File: src/rtl/ngu_ram.sv
`default_nettype none
module ngu_ram #(
  parameter int WIDTH = 32,
  parameter int DEPTH = 64
) (
  input  wire logic                     clk,
  input  wire logic                     we,
  input  wire logic [$clog2(DEPTH)-1:0] waddr,
  input  wire logic [WIDTH-1:0]         wdata,
  input  wire logic [$clog2(DEPTH)-1:0] raddr,
  output logic      [WIDTH-1:0]         rdata
);
  logic [WIDTH-1:0] mem [DEPTH];

  always_ff @(posedge clk) begin
    if (we) begin
      mem[waddr] <= wdata;
    end
    rdata <= mem[raddr];
  end
endmodule
`default_nettype wire

File: config.mk
export PLATFORM = sky130hd
export DESIGN_NAME = ngu_ram
export DESIGN_NICKNAME = d
export VERILOG_FILES = /design/src/rtl/ngu_ram.sv
export SDC_FILE = /design/constraint.sdc
export NUM_CORES = 2
export LEC_CHECK = 0
export BUFFER_PORTS_ARGS = -buffer_cell sky130_fd_sc_hd__buf_2
export CORE_MARGIN = 10
export CORE_UTILIZATION = 50
export CTS_CLUSTER_DIAMETER = 30
export CTS_CLUSTER_SIZE = 28
export DETAILED_ROUTE_END_ITERATION = 8
export GPL_TIMING_DRIVEN = 0
export MAX_ROUTING_LAYER = met4
export PLACE_DENSITY = 0.65
export SYNTH_ARGS = -nofsm -noshare
export SYNTH_HDL_FRONTEND = slang
export SYNTH_SLANG_ARGS = --single-unit
File: constraint.sdc
create_clock -name clk -period 3.8 [get_ports clk]
set_clock_uncertainty 0.1 [all_clocks]
set_input_delay 0 -clock clk [delete_from_list [all_inputs] [get_ports clk]]
set_output_delay 0 -clock clk [all_outputs]
set_load 0.02 [all_outputs]
==> key figures <==
STA
  • Final Max Tran Viols: 22
  • Final setup margin: -0.181 ns
  • Slew HR: -3.40%
  • Fin crit share: 105%
  • Min cycle time layout: roughly 4 ns
  • Final Hold Fails: 0
  • Setup-failing EPs final: 2
  • RSZ-0062 raised after global routing: no
  • FMAX: 251 MHz
  • Worst slew pin tran: around 1.6 ns

Cells and area
  • Most frequent cells in the layout: edfxtp_1 (2048), mux4_2 (544), clkbuf_16 (406)
  • # nets final: around 4000
  • P&R area growth vs syn: 25.2%
  • Share of cells above drive strength 1: ~36%
  • Finished Cell Area: between 90000 and 100000 sq um
  • Commonest non-fill, non-tap cell in the layout: edfxtp_1

Global routing
  • Antenna violations before repair: 15
  • GRT Util Overall: between 20 and 30%
  • Total grt overflow: 0
  • First-pass GRT wire length: ~340000 um
  • Largest net degree at the start of global routing: 65
  • Number of global-route vias before repair: between 40000 and 50000

Worst setup path
  • CP Launch Type: primary input
  • R2R Setup Slk: a little over 0.6 ns
  • Setup crit start: raddr[1]
  • Most common cell on crit path: buf_2
  • Required @ worst endpoint: 4.47 ns
  • RR Startpoint: mem[12][18]
  • Crit Path Max Fanout: 10
  • Slowest stage delay, CP: approximately 0.87 ns
  • Worst Path Class, Setup: primary input to flop
  • Worst Path Arrival: ~4.7 ns
  • Critical Path Sink Type: flop
  • FF-to-FF End: rdata[18]
  • CP max stage cell: buf_1
  • Crit path to: rdata[15]
  • CP cell instances: buf_2, buf_2, buf_2, buf_1, nand3b_1, o221ai_1, a21oi_1, a21oi_1, nor2_1
  • FF-to-FF path depth: 4

Drt
  • Vias/cell: 6.69
  • Highest metal used: met4
  • Routed len/inst: between 30 and 40 um
  • Met3 WL: around 35000 um
  • Routed vias: between 40000 and 50000
  • WL met1: 89500 um
  • Drt pass-1 iters: 6
  • DRT Wirelength: between 200000 and 250000 um
  • Post-DRT Antenna Nets: 0
  • Remaining DRCs: 0
  • DR WL met2: between 100000 and 150000 um
  • Initial DRC Count: about 7700

Logic synthesis
  • Yosys warns: 0
  • Syn_area_per_cell: approximately 24 sq um
  • Synthesized instance count: about 3300
  • EDFF count, synth: between 2000 and 2500
  • Post-Synthesis Net Count: 3370
  • Distinct cell type count after synthesis: 34
  • Ys flop type: edfxtp_1
  • Synth Register Bits: between 2000 and 2500
  • Post-synth ARST share: 0%
  • Sequential share of the synthesized area: between 70% and 80%
  • Synthesized area: a little under 80000 sq um

Run status
  • Run status: complete, but fails checks
  • Failing checks: capacitance limit, slew limit, setup timing

Flow run
  • Max-Cap Viols: 2

Placed design
  • Hpwl dp: about 150000 um
  • Buffers on Ports: 69
  • Area after DPL: 84100 sq um
  • Routability cong.: around 0.8
  • Worst setup slack after placement: -0.952 ns

Power and ir drop
  • Maximum vdd drop: 0.000618 V
  • Pleak: roughly 32 nW
  • PwrDens: between 600 and 700 nW/um^2

Floorplanning
  • Die area: roughly 170000 sq um
  • Std-Cell Rows: about 150
  • Initial Utilization: between 50 and 60%
  • # IOs: 78
  • Die span in y: ~420 um
  • Die W: ~420 um
  • Core area: about 160000 sq um

Clocking
  • Clock buffer count from CTS: about 400
  • TritonCTS clock tree: built
  • CTS max path bufs: 4
  • Worst-Skew Late Latency: approximately 0.96 ns
  • Number of clock sinks: approximately 2100
  • Setup bufs post-CTS: 0
  • Root Driver: clkbuf_16
  • H-tree levels: 5
  • Clock transition at path regs: 0.05 ns

Min path
  • Tightest Hold Check Type: primary input to flop
## repair_timing
action	4_1_cts	5_1_grt
endpoints found under the setup margin	0	0
hold buffers	45	0
hold endpoints to repair	2181	0
gates resized for setup	0	0
## power by group
| group | switching (W) | internal, W | total, W | leakage [nW] |
|---|---|---|---|---|
| Clock | 0.0118 | 0.0238 | 0.0356 | 6.57 |
| Combinational | 0.00179 | 0.000892 | 0.00268 | 6.54 |
| Sequential | 0.0000533 | 0.0255 | 0.0255 | 18.7 |
| Total | 0.0136 | 0.0502 | 0.0638 | 31.8 |
## metrics by stage
stage	total power [W]	setup TNS, ns	hold WS (ns)	cells	util (%)
floorplan	0.0272	0	-0.00113	3324	-
global placement	0.0284	-3327.30	0.320	5451	52.1
detailed placement	0.0285	-8.02	0.318	5561	53.9
CTS	0.0638	0	0.0381	6325	62.9
global route	0.0651	0	0.103	6330	62.9
finish	0.0638	-0.264	0.131	6334	62.9
## registers in the layout (all words and copies together) (netlist names)
signal,count
mem,2048
rdata,32
## worst min path at each step
stage | startpoint | endpoint | slack (ns) | cells past startpoint
after floorplan | wdata[0] | mem[0][0] | -0.001 | 0
after global placement | rdata[29] | rdata[29] | 0.32 | 1
after detailed placement | rdata[31] | rdata[31] | 0.32 | 1
after CTS | waddr[3] | mem[53][17] | 0.04 | 4
after global routing | waddr[3] | mem[53][17] | 0.10 | 4
final | waddr[3] | mem[53][17] | 0.13 | 4
## cells in the mapped netlist, drive strengths merged (2+ instances only)
cell type | number | area, sq um
a22oi | 12 | 90.1
buf | 108 | 608
a21oi | 62 | 310
or2 | 3 | 18.8
clkbuf | 74 | 278
and3 | 4 | 25.0
mux4 | 544 | 12300
nor2 | 137 | 514
a311oi | 8 | 70.1
a41o | 4 | 40.0
nor3 | 7 | 35.0
o32ai | 4 | 35.0
nand3 | 5 | 25.0
nand2b | 8 | 50.1
o221ai | 27 | 236
and2 | 2 | 12.5
nor2b | 15 | 93.8
dfxtp | 32 | 641
nand2 | 26 | 97.6
edfxtp | 2048 | 61500
mux2i | 93 | 931
or3b | 5 | 43.8
nand4 | 2 | 12.5
or3 | 3 | 18.8
o22ai | 84 | 526
nand3b | 5 | 37.5
## metal layers
layer / global-route usage (%) / vias up
li1: - / 15700
met1: 39.3 / 22300
met2: 41.9 / 3629
met3: 8.47 / 736
met4: 14.9 / 0
met5: - / -
## logic make-up (layout without fill, tap and decap cells)
group / Yosys count / in the layout / share of synthesized area, %
and+or+nand+nor: 223 / 223 / 1.27
other: 0 / 9 / 0
buffers and inverters: 182 / 1125 / 1.13
DFF: 2080 / 2080 / 79.1
muxes: 637 / 637 / 16.8
AOI/OAI and AO/OA: 202 / 202 / 1.67
## worst max-delay path, delay by kind of cell
kind | cells | cell delay [ns]
buf+inv | 4 | 2.33
compound gates | 3 | 1.43
simple gates | 2 | 0.82
## final cells by class
type                    instances  area [sq um]
multi-input cells            1062         16000
clock inverters               284          3310
well taps                    2058          2570
flip-flops and latches       2080         62100
diodes                          9          22.5
repair buffers                224          3030
clock buffers                 435         10300
plain buffers                 182           888
fillers                     10000         57900
No activity file was read; power rests on OpenSTA's default activity.
