--- config.mk ---
export PLATFORM = sky130hd
export DESIGN_NAME = ngu_div
export DESIGN_NICKNAME = d
export VERILOG_FILES = /design/src/rtl/ngu_pkg.sv /design/src/rtl/ngu_div.sv
export SDC_FILE = /design/constraint.sdc
export NUM_CORES = 1
export LEC_CHECK = 0
export ABC_CLOCK_PERIOD_IN_PS = 12400
export BUFFER_PORTS_ARGS = -buffer_cell sky130_fd_sc_hd__buf_2
export CORE_ASPECT_RATIO = 1.1
export CORE_MARGIN = 1
export CORE_UTILIZATION = 35
export DETAILED_ROUTE_END_ITERATION = 10
export SETUP_SLACK_MARGIN = 0.02
export SYNTH_ARGS = -nofsm -noshare
export SYNTH_HDL_FRONTEND = slang
export SYNTH_SLANG_ARGS = --single-unit
--- constraint.sdc ---
create_clock -name clk -period 12.4 [get_ports clk]
set_input_delay 0.62 -clock clk [delete_from_list [all_inputs] [get_ports clk]]
set_output_delay 0.62 -clock clk [all_outputs]
set_load 0.02 [all_outputs]
--- src/rtl/ngu_pkg.sv ---
`default_nettype none
package ngu_pkg;
  localparam int MAX_BODIES = 64;
  localparam int FRAC_BITS  = 16;

  localparam int ADDR_W = $clog2(MAX_BODIES);
  localparam int CNT_W  = $clog2(MAX_BODIES + 1);
  localparam int MEM_W  = 7 * 32;

  // Squared distance fits in 68 - FRAC_BITS bits, the scaled radicand in 68 bits.
  localparam int D2_W   = 68 - FRAC_BITS;
  localparam int RAD_W  = 68;
  localparam int ROOT_W = RAD_W / 2;
  localparam int GMDT_W = 64 - FRAC_BITS;
  localparam int DIV_W  = 64;

  localparam longint NEAR_Q  = ((64'd1 << FRAC_BITS) + 5) / 10;
  localparam longint NEAR_D2 = (NEAR_Q * NEAR_Q) >> FRAC_BITS;

  localparam int PADDR_W = 4;
  localparam logic [1:0] REG_GRAVITY = 2'd0;
  localparam logic [1:0] REG_STEP    = 2'd1;
  localparam logic [1:0] REG_ACTIVE  = 2'd2;

  localparam logic KIND_LOAD   = 1'b0;
  localparam logic KIND_UPDATE = 1'b1;

  localparam int IN_DATA_W  = 232;
  localparam int OUT_DATA_W = 200;
endpackage
`default_nettype wire

--- src/rtl/ngu_div.sv ---
`default_nettype none
// Restoring divider, one quotient bit per cycle.
module ngu_div (
  input  wire logic                     clk,
  input  wire logic                     rst_n,
  input  wire logic                     start,
  input  wire logic [ngu_pkg::DIV_W-1:0] dividend,
  input  wire logic [ngu_pkg::DIV_W-1:0] divisor,
  output logic                          done,
  output logic      [ngu_pkg::DIV_W-1:0] quotient
);
  localparam int W = ngu_pkg::DIV_W;
  localparam int CW = $clog2(W + 1);

  logic [W-1:0]  rem_r, quo_r, dvs_r;
  logic [CW-1:0] cnt_r;
  logic          busy_r, done_r;
  logic [W:0]    rem_sh, rem_sub;
  logic          fits;

  always_comb begin
    rem_sh  = {rem_r, quo_r[W-1]};
    rem_sub = rem_sh - {1'b0, dvs_r};
    fits    = rem_sh >= {1'b0, dvs_r};
  end

  always_ff @(posedge clk) begin
    if (!rst_n) begin
      busy_r <= 1'b0;
      done_r <= 1'b0;
    end else if (start) begin
      rem_r  <= '0;
      quo_r  <= dividend;
      dvs_r  <= divisor;
      cnt_r  <= CW'(W);
      busy_r <= 1'b1;
      done_r <= 1'b0;
    end else if (busy_r) begin
      rem_r <= fits ? rem_sub[W-1:0] : rem_sh[W-1:0];
      quo_r <= {quo_r[W-2:0], fits};
      cnt_r <= cnt_r - 1'b1;
      if (cnt_r == CW'(1)) begin
        busy_r <= 1'b0;
        done_r <= 1'b1;
      end
    end
  end

  assign done     = done_r;
  assign quotient = quo_r;
endmodule
`default_nettype wire

==> flow_summary.toml <==
[run_status]
outcome = "finished clean"

[critical_path]
worst-path-buf-inv = 1
rr_startpoint = "rem_r[46]"
start_kind = "flip-flop"
ff2ff_setup_slack_ns = 7.91
worst-setup-path-type = "flip-flop to flip-flop"
worstSetupEndpointType = "flip-flop"
path_delay_family = "compound AO/OA/AOI/OAI gates"
worstPathMaxFanout = 66
arrival_ns = 4.77
reg2reg_to = "rem_r[63]"
r2r_cells = 11
cp_cell_sequence = "ha_1 -> and2_1 -> nand4_1 -> or2_2 -> o22a_1 -> o211ai_1 -> a21oi_4 -> o31ai_4 -> buf_4 -> nor3b_1 -> a211o_1"
cpPeakStageDelay_ns = 0.96
required_ns = 12.68
crit_slowest_cell = "o31ai_4"

[sta]
finalSetupViolCount = 0
setup_tns_ns = 0
max_slew_margin = 0.256
skew_ns = 0.0172
finalMaxSlewViolations = 0
worstMarginPinSlew_ns = 1.12
setup_slack_ns = 7.91
period_needed_ns = 4.49
fin_crit_sh = 0.362
clock.fmax_mhz = 223
rsz0062_at_grt = "false"
hold_viol = 0

[cells_and_area]
multi_input_area_um2 = 5680
final_cell_mix = "edfxtp_1, buf_2, nor2_1, inv_1, a21oi_1"
layout.nets = 1497
fin_cells = 1756
ff_latch_area_um2 = 6020
fillCellCount = 3277
num_antenna_cells = 0
area_delta_synth_final_pct = 17.5
drive_gt1_frac = 0.250
final_common_cell = "edfxtp_1"

[synth]
yosysTopAreaCellShare = 0.487
ys.flop_type = "edfxtp_1"
ys_ff_latch = 201
synth_cell_types = 71
syn-num-nets = 1313
synthTopCellsByArea = "edfxtp_1, ha_1, mux2_2"
ys_warn_count = 0
synth_edf_count = 199
syn_inst = 1115
synth_top_area_cell = "edfxtp_1"
ys_async_sr_fraction = 0
netlist_area_um2 = 12300
synthesis.area_per_instance_um2 = 11.0
yosysSeqAreaShare = 0.490

[detailed_routing]
dr_total_vias = 9158
post_drt_wl_per_cell_um = 16.9
via_per_inst = 5.22
drt_iter0_drc = 549
postRouteAntennaNets = 0
firstDrtPassIters = 5
wirelength_mm = 29.7
drc_errors = 0

[clock_tree]
holdBufCountCts = 0
postCtsSetupBuffers = 0
cts_resized = 0
cts_root_buf = "clkbuf_16"
insertion_delay_ns = 0.53
clkTransAtPathRegs_ns = 0.07
cts.sinks = 201
h-tree-depth = 1
cts_made_buffers = 25
cts_buffer_depth = 3
cts_tree = "built"

[floorplan]
pin_count = 196
die_area_um2 = 35800
start_util = 0.357
fp-row-count = 71
die_y_um = 198
fp.dieW_um = 181
core-area_um2 = 34400

[run]
drv_cap = 0

[grt]
antenna_found_initial = 1
grt_first_pass_wirelength_mm = 47.6
grt_usage = 0.164
grt_pass1_vias = 9298
gr-total-overflow = 0
grt_max_degree = 67

[min_path]
holdPathStages = 1
min_path_type = "input pin to flip-flop"
whs_endpoint = "dvs_r[22]"
hold_start = "divisor[22]"

[power_and_ir_drop]
p_per_area_nw_per_um2 = 151
p_leak_nw = 6.03
ir_drop_uv = 113

[place]
dp_slack_ns = 7.90
dp.cells = 1710
place_congestion = 0.921
portBuffers = 195
dpl.hpwl_mm = 21.3
[cell families (layout without fill, tap and decap cells)]
group / count (synthesis) / after routing / share of synthesized area
AND/OR/NAND/NOR: 289 / 289 / 0.112
AO/OA/AOI/OAI: 267 / 267 / 0.148
flip-flops: 201 / 201 / 0.490
buffers and inverters: 129 / 332 / 0.0484
multiplexers: 103 / 103 / 0.0904
adder cells (fa/ha/maj): 67 / 67 / 0.0689
XOR/XNOR: 59 / 59 / 0.0421
[metal layers]
metal	global-route usage	wire length (µm)	vias up
met2	0.286	14100	300
met3	0.0406	2090	50
met5	0	13	-
met1	0.202	12900	4330
met4	0.0453	627	2
li1	-	-	4476
[power by group]
part           switching [mW]  internal (mW)
registers              0.0260          0.823
clock network           0.297          0.463
logic                   0.339          0.233
total                   0.662           1.52
[layout make-up]
class	instances	area share
clock buffer	32	0.0459
clock inverter	14	0.0129
inverter	85	0.0221
multi-input combinational	785	0.393
sequential	201	0.417
tap	438	0.0380
timing repair buffer	201	0.0709
[worst max-delay path by stage]
stage	cells after the start	to	from
2_1_floorplan	2	cnt_r[0]	start
3_3_place_gp	11	rem_r[2]	rem_r[42]
3_5_place_dp	11	rem_r[63]	rem_r[42]
4_1_cts	11	rem_r[63]	rem_r[42]
5_1_grt	11	rem_r[36]	rem_r[44]
6_report	11	rem_r[63]	rem_r[46]
[synth_stat cells (12+ instances only)]
cell and instances:
a211oi_2 13, a21o_1 33, a21oi_1 84, and2_1 12, clkbuf_1 25, edfxtp_1 199
ha_1 66, inv_1 85, mux2_2 63, mux2i_1 40, nand2_1 70, nand2b_1 13
nand3_1 19, nand4_1 12, nor2_1 103, nor3_1 16, o21ai_0 45, xnor2_1 42
xor2_1 17
[flip-flops by register name (all words and copies together), names as in the netlist]
| register | flops |
|---|---|
| dvs_r | 64 |
| rem_r | 64 |
| busy_r | 1 |
| done | 1 |
| cnt_r | 7 |
| quotient | 64 |
[stage by stage]
step                hold slack (ns)   util  area [µm²]  total power [mW]
global placement              0.554  0.395       13600              1.43
CTS                           0.231  0.420       14400              2.20
detailed placement            0.560  0.395       13600              1.43
floorplan                     0.546      -       12300              1.30
global route                  0.232  0.420       14400              2.29
finish                        0.260  0.420       14400              2.18
No activity file was read; power rests on OpenSTA's default activity.
