--- src/rtl/ngu_pkg.sv ---
`default_nettype none
package ngu_pkg;
  localparam int MAX_BODIES = 64;
  localparam int FRAC_BITS  = 16;

  localparam int ADDR_W = $clog2(MAX_BODIES);
  localparam int CNT_W  = $clog2(MAX_BODIES + 1);
  localparam int MEM_W  = 7 * 32;

  // Squared distance fits in 68 - FRAC_BITS bits, the scaled radicand in 68 bits.
  localparam int D2_W   = 68 - FRAC_BITS;
  localparam int RAD_W  = 68;
  localparam int ROOT_W = RAD_W / 2;
  localparam int GMDT_W = 64 - FRAC_BITS;
  localparam int DIV_W  = 64;

  localparam longint NEAR_Q  = ((64'd1 << FRAC_BITS) + 5) / 10;
  localparam longint NEAR_D2 = (NEAR_Q * NEAR_Q) >> FRAC_BITS;

  localparam int PADDR_W = 4;
  localparam logic [1:0] REG_GRAVITY = 2'd0;
  localparam logic [1:0] REG_STEP    = 2'd1;
  localparam logic [1:0] REG_ACTIVE  = 2'd2;

  localparam logic KIND_LOAD   = 1'b0;
  localparam logic KIND_UPDATE = 1'b1;

  localparam int IN_DATA_W  = 232;
  localparam int OUT_DATA_W = 200;
endpackage
`default_nettype wire

--- src/rtl/ngu_sqrt.sv ---
`default_nettype none
// Digit-by-digit integer square root, one root bit per cycle.
module ngu_sqrt (
  input  wire logic                       clk,
  input  wire logic                       rst_n,
  input  wire logic                       start,
  input  wire logic [ngu_pkg::RAD_W-1:0]  radicand,
  output logic                            done,
  output logic      [ngu_pkg::ROOT_W-1:0] root
);
  localparam int RW = ngu_pkg::RAD_W;
  localparam int QW = ngu_pkg::ROOT_W;
  localparam int CW = $clog2(QW + 1);

  logic [RW-1:0] rad_r;
  logic [QW+1:0] rem_r;
  logic [QW-1:0] root_r;
  logic [CW-1:0] cnt_r;
  logic          busy_r, done_r;
  logic [QW+3:0] rem_sh, trial;
  logic          fits;

  always_comb begin
    rem_sh = {rem_r, rad_r[RW-1:RW-2]};
    trial  = {2'b00, root_r, 2'b01};
    fits   = rem_sh >= trial;
  end

  always_ff @(posedge clk) begin
    if (!rst_n) begin
      busy_r <= 1'b0;
      done_r <= 1'b0;
    end else if (start) begin
      rad_r  <= radicand;
      rem_r  <= '0;
      root_r <= '0;
      cnt_r  <= CW'(QW);
      busy_r <= 1'b1;
      done_r <= 1'b0;
    end else if (busy_r) begin
      rem_r  <= fits ? (QW+2)'(rem_sh - trial) : rem_sh[QW+1:0];
      root_r <= {root_r[QW-2:0], fits};
      rad_r  <= {rad_r[RW-3:0], 2'b00};
      cnt_r  <= cnt_r - 1'b1;
      if (cnt_r == CW'(1)) begin
        busy_r <= 1'b0;
        done_r <= 1'b1;
      end
    end
  end

  assign done = done_r;
  assign root = root_r;
endmodule
`default_nettype wire

--- config.mk ---
export PLATFORM = sky130hd
export DESIGN_NAME = ngu_sqrt
export DESIGN_NICKNAME = d
export VERILOG_FILES = /design/src/rtl/ngu_pkg.sv /design/src/rtl/ngu_sqrt.sv
export SDC_FILE = /design/constraint.sdc
export NUM_CORES = 1
export LEC_CHECK = 0
export BUFFER_PORTS_ARGS = -buffer_cell sky130_fd_sc_hd__buf_2
export CAP_MARGIN = 20
export CELL_PAD_IN_SITES_DETAIL_PLACEMENT = 0
export CELL_PAD_IN_SITES_GLOBAL_PLACEMENT = 2
export CORE_ASPECT_RATIO = 1.25
export CORE_MARGIN = 8
export CORE_UTILIZATION = 39
export CTS_CLUSTER_SIZE = 10
export DETAILED_ROUTE_END_ITERATION = 10
export PLACE_DENSITY = 0.9
export SLEW_MARGIN = 30
export SYNTH_ARGS = -nofsm -noshare
export SYNTH_HDL_FRONTEND = slang
export SYNTH_SLANG_ARGS = --single-unit
--- constraint.sdc ---
create_clock -name clk -period 6 [get_ports clk]
set_clock_uncertainty 0.2 [all_clocks]
set_input_delay 0.3 -clock clk [delete_from_list [all_inputs] [get_ports clk]]
set_output_delay 0.3 -clock clk [all_outputs]
set_load 0.005 [all_outputs]
==> run metrics, run 1 <==
outcome complete, no violations; Area growth, synth to finish 25.43%; Cell Area, Synth 0.008152 mm²; Starting Density between 30% and 40%; post-route setup TNS 0 ps; Worst setup SP type register; commonest non-fill, non-tap cell in the layout edfxtp_1; Resize count post-CTS 0; Die H roughly 180 µm; Avg Inst Size Synth ~12 µm²; vias per cell ~5; peak supply drop 0.0002123 V; max_cap viols 0; worst r2r src rem_r[4]; CTS buffer count 17; synthesis-stage register bit count between 100 and 150; total power 3.112 mW; routability cong. ~0.80; slowest stage cell, crit path nor2_8; FP Rows between 50 and 60; internal power between 2 and 2.5 mW; crit path DAT between 3000 and 4000 ps; Critical Path End Type register; Synth async-reset ratio 0%; vias in the first global route 6296; Worst-path clk slew about 70 ps; clock tree buffer depth 2; Post-Syn Instances approximately 700; crit path max fanout between 40 and 50; Slew @ Worst Pin approximately 900 ps; first-pass GRT wire length ~32 mm; most used flip-flop cell after synthesis edfxtp_1; sequential share of the synthesized area roughly 54%; CTS H-tree depth 4; count of buffers from port buffering between 100 and 150; Die X 145.3 µm; HPWL Detailed ~13 mm; CTS tree done; worst path cell trace ha_1, nand4_1, nor3_2, o21ai_1, o21ai_2, a21boi_2, o211a_1, nor2_8, mux2i_1, nor2_1; Synth cell types 62; clock share of power 35.2%; Sw Ratio about 30%; worst hold start start; share of total power in combinational logic 23.9%; largest net degree at the start of global routing a little over 90; Syn Nets 810; Iteration-0 DRC Markers 313; WS Path Type reg -> reg; post-CTS setup buffers 0; grt ovf 0; DRC 0; Pre-antenna DRT Iters 4; most frequent cells in the layout edfxtp_1, buf_2, nor2_1, dlygate4sd3_1, mux2_2; WP data required approximately 6000 ps; sequential power share 40.9%; drt wl/cell 16.79 µm; Hold Path Sink cnt_r[0]; I/O Pins ~110; final-report setup violation count 0; R2R Path End rem_r[17]; RSZ-0062 raised after global routing no; Tot GR Track Use approximately 15%; core footprint 0.02067 mm²; Max stage delay on crit path 730 ps; Worst-Skew Late Latency around 430 ps; die area about 0.026 mm²; Num Clock Sinks ~150; via count of the routed design 5909; fin crit share a little over three fifths; r2r setup slk ~2200 ps; Max Freq around 260 MHz; slew margin rel. between 30% and 40%; hold depth 2; antenna-violating nets left 0; layout cells sized above 1 25.48%; Final #Nets roughly 980; Final Hold Viols 0; Warnings, synthesis 0; number of flops mapped to enable cells by yosys 144; max-slew violations 0; Psw ~930 µW; Leak Pwr 4.068 nW; initial antenna violation count 1; Hold Crit Class in -> reg; Final Critical Period roughly 3800 ps; WL final roughly 19 mm; r2r worst-path depth 10; Root Driver clkbuf_16; power per cell area between 300 and 400 mW/mm²
-- power by group through the flow --
| stage | registers (mW) | clock network (mW) | logic, mW |
|---|---|---|---|
| after floorplan | 1.29 | 0 | 0.554 |
| after detailed placement | 1.29 | 0 | 0.710 |
| after global routing | 1.28 | 1.16 | 0.832 |
| after global placement | 1.29 | 0 | 0.703 |
| final | 1.27 | 1.10 | 0.744 |
| after CTS | 1.27 | 1.12 | 0.749 |
-- critical path: cells and delay by family, from the launching register on --
| kind | cells | cell delay [ps] |
|---|---|---|
| fa+ha+maj | 1 | 420 |
| compound gates | 4 | 990 |
| mux | 1 | 280 |
| flops | 1 | 420 |
| simple gates | 4 | 1190 |
-- cell usage after synthesis, types with 12 or more instances --
cell type  number  share of area (%)
nand2_1        41                1.9
xnor2_1        19                2.0
a21oi_1        45                2.8
nor2_1         82                3.8
clkbuf_1       19               0.87
a21o_1         12                1.1
edfxtp_1      144                 53
xor2_1         15                1.6
inv_1          46                2.1
o21ai_0        29                1.8
mux2i_1        12                1.5
ha_1           38                5.8
nor3_1         13               0.80
mux2_2         66                9.1
-- through the flow --
| stage | util, % | std cells | setup slack (ps) | cell area (µm²) | hold WS [ps] |
|---|---|---|---|---|---|
| after floorplan | - | 701 | 1231 | 8152 | 266.6 |
| after global placement | 43.12 | 1055 | 2258 | 8914 | 330.2 |
| after detailed placement | 43.24 | 1056 | 2192 | 8937 | 334.3 |
| after CTS | 49.46 | 1157 | 2177 | 10220 | 281.2 |
| after global routing | 49.47 | 1158 | 1918 | 10220 | 328.6 |
| final | 49.47 | 1158 | 2217 | 10220 | 290.6 |
-- cell type report --
type | count | area (µm²)
Antenna cell | 1 | 2.502
Clock buffer | 18 | 429.2
Clock inverter | 14 | 165.2
Fill cell | 1874 | 10450
Inverter | 46 | 172.7
Multi-Input combinational cell | 481 | 3483
Sequential cell | 146 | 4364
Tap cell | 274 | 342.8
Timing Repair Buffer | 178 | 1265
-- kinds of logic after synthesis --
group / after synthesis / synth area share (%)
buffers and inverters: 74 / 3.822
adder cells (fa/ha/maj): 38 / 5.833
AND/OR/NAND/NOR: 186 / 10.56
XOR/XNOR: 34 / 3.653
multiplexers: 78 / 10.59
AO/OA/AOI/OAI: 145 / 12.00
flip-flops: 146 / 53.54
-- worst max path at each step --
stage	startpoint	endpoint	slack [ps]	cells after the start
finish	rem_r[4]	rem_r[17]	2220	10
global route	rem_r[20]	rem_r[17]	1920	10
CTS	rem_r[4]	rem_r[17]	2180	10
detailed placement	rem_r[5]	rem_r[17]	2190	10
global placement	rem_r[25]	rem_r[10]	2260	10
floorplan	start	cnt_r[0]	1230	3
-- routing by layer --
layer	vias to the layer above	part of all wire (%)	global-route usage (%)
met5	-	0	0
met4	0	1.8	5.824
met3	28	5.5	4.490
met2	138	50	26.95
met1	2830	43	17.79
li1	2913	-	-
-- timing repair --
item,CTS,global route
endpoints found under the setup margin,0,0
hold endpoints to repair,69,0
hold buffers,69,0
-- sequential cells by signal (all words and copies together), names as in the netlist --
| name | flops |
|---|---|
| done | 1 |
| cnt_r | 6 |
| root | 34 |
| rad_r | 68 |
| busy_r | 1 |
| rem_r | 36 |
Note: power is estimated with default switching activity, not from simulation.
==> run 2, diff against run 1 <==
--- a/config.mk
+++ b/config.mk
@@ -5,16 +5,17 @@
 export SDC_FILE = /design/constraint.sdc
 export NUM_CORES = 1
 export LEC_CHECK = 0
+export ABC_AREA = 1
 export BUFFER_PORTS_ARGS = -buffer_cell sky130_fd_sc_hd__buf_2
 export CAP_MARGIN = 20
 export CELL_PAD_IN_SITES_DETAIL_PLACEMENT = 0
 export CELL_PAD_IN_SITES_GLOBAL_PLACEMENT = 2
 export CORE_ASPECT_RATIO = 1.25
 export CORE_MARGIN = 8
-export CORE_UTILIZATION = 39
+export CORE_UTILIZATION = 31
 export CTS_CLUSTER_SIZE = 10
 export DETAILED_ROUTE_END_ITERATION = 10
-export PLACE_DENSITY = 0.9
+export PLACE_DENSITY = 0.86
 export SLEW_MARGIN = 30
 export SYNTH_ARGS = -nofsm -noshare
 export SYNTH_HDL_FRONTEND = slang
==> constraint.sdc (replaced) <==
create_clock -name clk -period 3.4 [get_ports clk]
set_clock_uncertainty 0.2 [all_clocks]
set_input_delay 0.17 -clock clk [delete_from_list [all_inputs] [get_ports clk]]
set_output_delay 0.17 -clock clk [all_outputs]
set_load 0.005 [all_outputs]
==> run 2 against run 1 <==
Critical path depth shrank 1. First-iteration DRC count rose by 11%. Synthesized cell count grew 73%. Largest cell class unchanged. Fmax is 31% higher. Design area is 12% higher.
==> run metrics, run 2 <==
Die H 209.2 µm; FILL cells 3096; placed insts roughly 1700; leading post-synthesis cells by cell area edfxtp_1, nand2_1, inv_1; number of flops mapped to enable cells by yosys between 100 and 150; Final Critical Period 2895 ps; grt ovf 0; Slew @ Worst Pin roughly 960 ps; met2 usage between 20% and 30%; Cell Area, Synth 0.009256 mm²; via count of the routed design 7850; Tot GR Track Use about 15%; outcome complete, no violations; routability cong. between 0.8 and 0.9; synthesis-stage register bit count 146; share of total power in combinational logic 23.8%; sequential power share about two fifths; final-report setup violation count 0; share of the synthesized area in the top cell type between 40% and 50%; commonest non-fill, non-tap cell in the layout nand2_1; sequential share of the synthesized area 47.15%; Register Area roughly 0.0044 mm²; max_cap viols 0; core footprint 0.02934 mm²; vias per cell 4.381; Critical Path End Type register; Pre-antenna DRT Iters 4; Num Clock Sinks approximately 150; Final #Nets between 1000 and 1500; CTS buffer count 17; crit path max fanout 20; Top reg by flops rad_r; RSZ-0062 raised after global routing no; vias in the first global route approximately 8300; Hold Crit Class in -> reg; drt wl/cell approximately 14 µm; GR peak layer met2; Sw Ratio a little under a third; initial antenna violation count 0; internal power 3.749 mW; cell with the most instances after synthesis nand2_1; r2r setup slk slightly above 500 ps; most used flip-flop cell after synthesis edfxtp_1; Max Freq approximately 350 MHz; Avg Inst Size Synth about 7.6 µm²; die area around 0.036 mm²; antenna-violating nets left 0; first-pass GRT wire length approximately 42 mm; worst setup path start rem_r[17]; Area growth, synth to finish 24.16%; R2R Path End rem_r[22]; hold slack final approximately 60 ps; r2r worst-path depth 9; fin crit share a little under nine tenths; Final Hold Viols 0; max-slew violations 0; number of flip-flops in the largest register about 70; Die X between 150 and 200 µm; DRC 0; Iteration-0 DRC Markers roughly 350; FP Rows 70; Worst setup SP type register; Warnings, synthesis 0; layout cells sized above 1 between 10 and 15%; post-route setup TNS 0 ps; peak supply drop 0.0002858 V; I/O Pins approximately 110; power per cell area between 400 and 500 mW/mm²; WS Path Type reg -> reg; Leak Pwr about 5.7 nW; Worst setup endpoint rem_r[22]; CTS tree done; crit path DAT between 2000 and 3000 ps; HPWL Detailed 18.66 mm; Ant. Diodes 0; Synth async-reset ratio 0%; Worst-Skew Late Latency roughly 430 ps; worst r2r src rem_r[17]; multi-input logic area approximately 0.0040 mm²; clock share of power roughly 36%; Psw between 1.5 and 2 mW; WL final 25.25 mm; WP data required roughly 3400 ps; clock tree buffer depth 2; Root Driver clkbuf_16; Non-Filler Instances around 1800; CTS H-tree depth 4; Starting Density 31.55%; Post-synth top cells nand2_1, inv_1, edfxtp_1, nor2_1, a21oi_1; Synth cell types 38; largest area contributor in the netlist edfxtp_1; most frequent cells in the layout nand2_1, inv_1, edfxtp_1, nor2_1, buf_2; slew margin rel. a little over a third; Post-Syn Instances approximately 1200; Worst-path clk slew around 70 ps; count of buffers from port buffering 105; largest net degree at the start of global routing between 90 and 100; met1 Use GR between 15 and 20%; Syn Nets approximately 1300; GRT met3 Usage about 3.5%
-- run 2: changes by cell type after synthesis, sizes merged, moves of 20 or more --
cell    delta
inv      +133
nand2    +481
nand3     +20
mux2      -66
o21bai    +22
o21ai     -27
nor2      +52
-- run 2: area by class of cell --
class | instances | area share [%]
sequential | 146 | 37.97
multi-input combinational | 856 | 35.14
timing repair buffer | 183 | 11.52
inverter | 179 | 5.846
tap | 396 | 4.311
clock buffer | 18 | 3.734
clock inverter | 14 | 1.470
-- run 2: cells by family after synthesis --
kind of cell / after synthesis / share of synthesized area, %
and+or+nand+nor: 720 / 31.51
buffers and inverters: 211 / 9.300
DFF: 146 / 47.15
AOI/OAI and AO/OA: 81 / 5.299
adders and majority gates: 38 / 5.137
xor gates and xnor gates: 17 / 1.609
-- run 2: power by group through the flow --
stage          clock (mW)  sequential [mW]  combinational, mW
4_1_cts              2.02             2.22               1.33
6_report             1.95             2.22               1.31
3_5_place_dp            0             2.26               1.26
2_1_floorplan           0             2.25              0.902
5_1_grt              2.08             2.23               1.50
3_3_place_gp            0             2.25               1.26
-- run 2: through the flow --
| stage | util [%] | worst slack (ps) | power [mW] | area (µm²) |
|---|---|---|---|---|
| final | 39.17 | 504.6 | 5.477 | 11490 |
| after global routing | 39.17 | 275.9 | 5.818 | 11490 |
| after CTS | 39.17 | 537.0 | 5.568 | 11490 |
| after detailed placement | 34.78 | 521.2 | 3.519 | 10200 |
| after global placement | 34.78 | 564.9 | 3.512 | 10200 |
| after floorplan | - | 451.3 | 3.150 | 9258 |
-- run 2: critical path, stage by stage (launching register included) --
cell	delay [ps]
edfxtp_1	400
ha_1	410
nand2_1	130
nor2_1	240
nand2_1	130
nor2_2	200
nand3_1	90
and3_1	470
a21oi_1	290
nor2_1	70
-- run 2: worst min-delay path by stage --
stage                     start       end  slack [ps]  depth (start not counted)
finish                    start   root[2]          60                          2
global route              start   root[2]          70                          2
CTS                       start   root[2]          50                          2
detailed placement  radicand[1]  rad_r[1]         230                          3
global placement    radicand[0]  rad_r[0]         230                          3
floorplan                 rst_n      done         110                          2
-- run 2: layer usage --
| metal | part of all wire (%) | vias to the layer above |
|---|---|---|
| li1 | - | 4130 |
| met1 | 44 | 3560 |
| met2 | 50 | 139 |
| met3 | 4.4 | 21 |
| met4 | 1.3 | 0 |
| met5 | 0 | - |
-- run 2: what timing repair did --
action	CTS	global route
gates resized for setup	0	0
hold buffers	69	0
hold endpoints to repair	69	0
buffers inserted	0	0
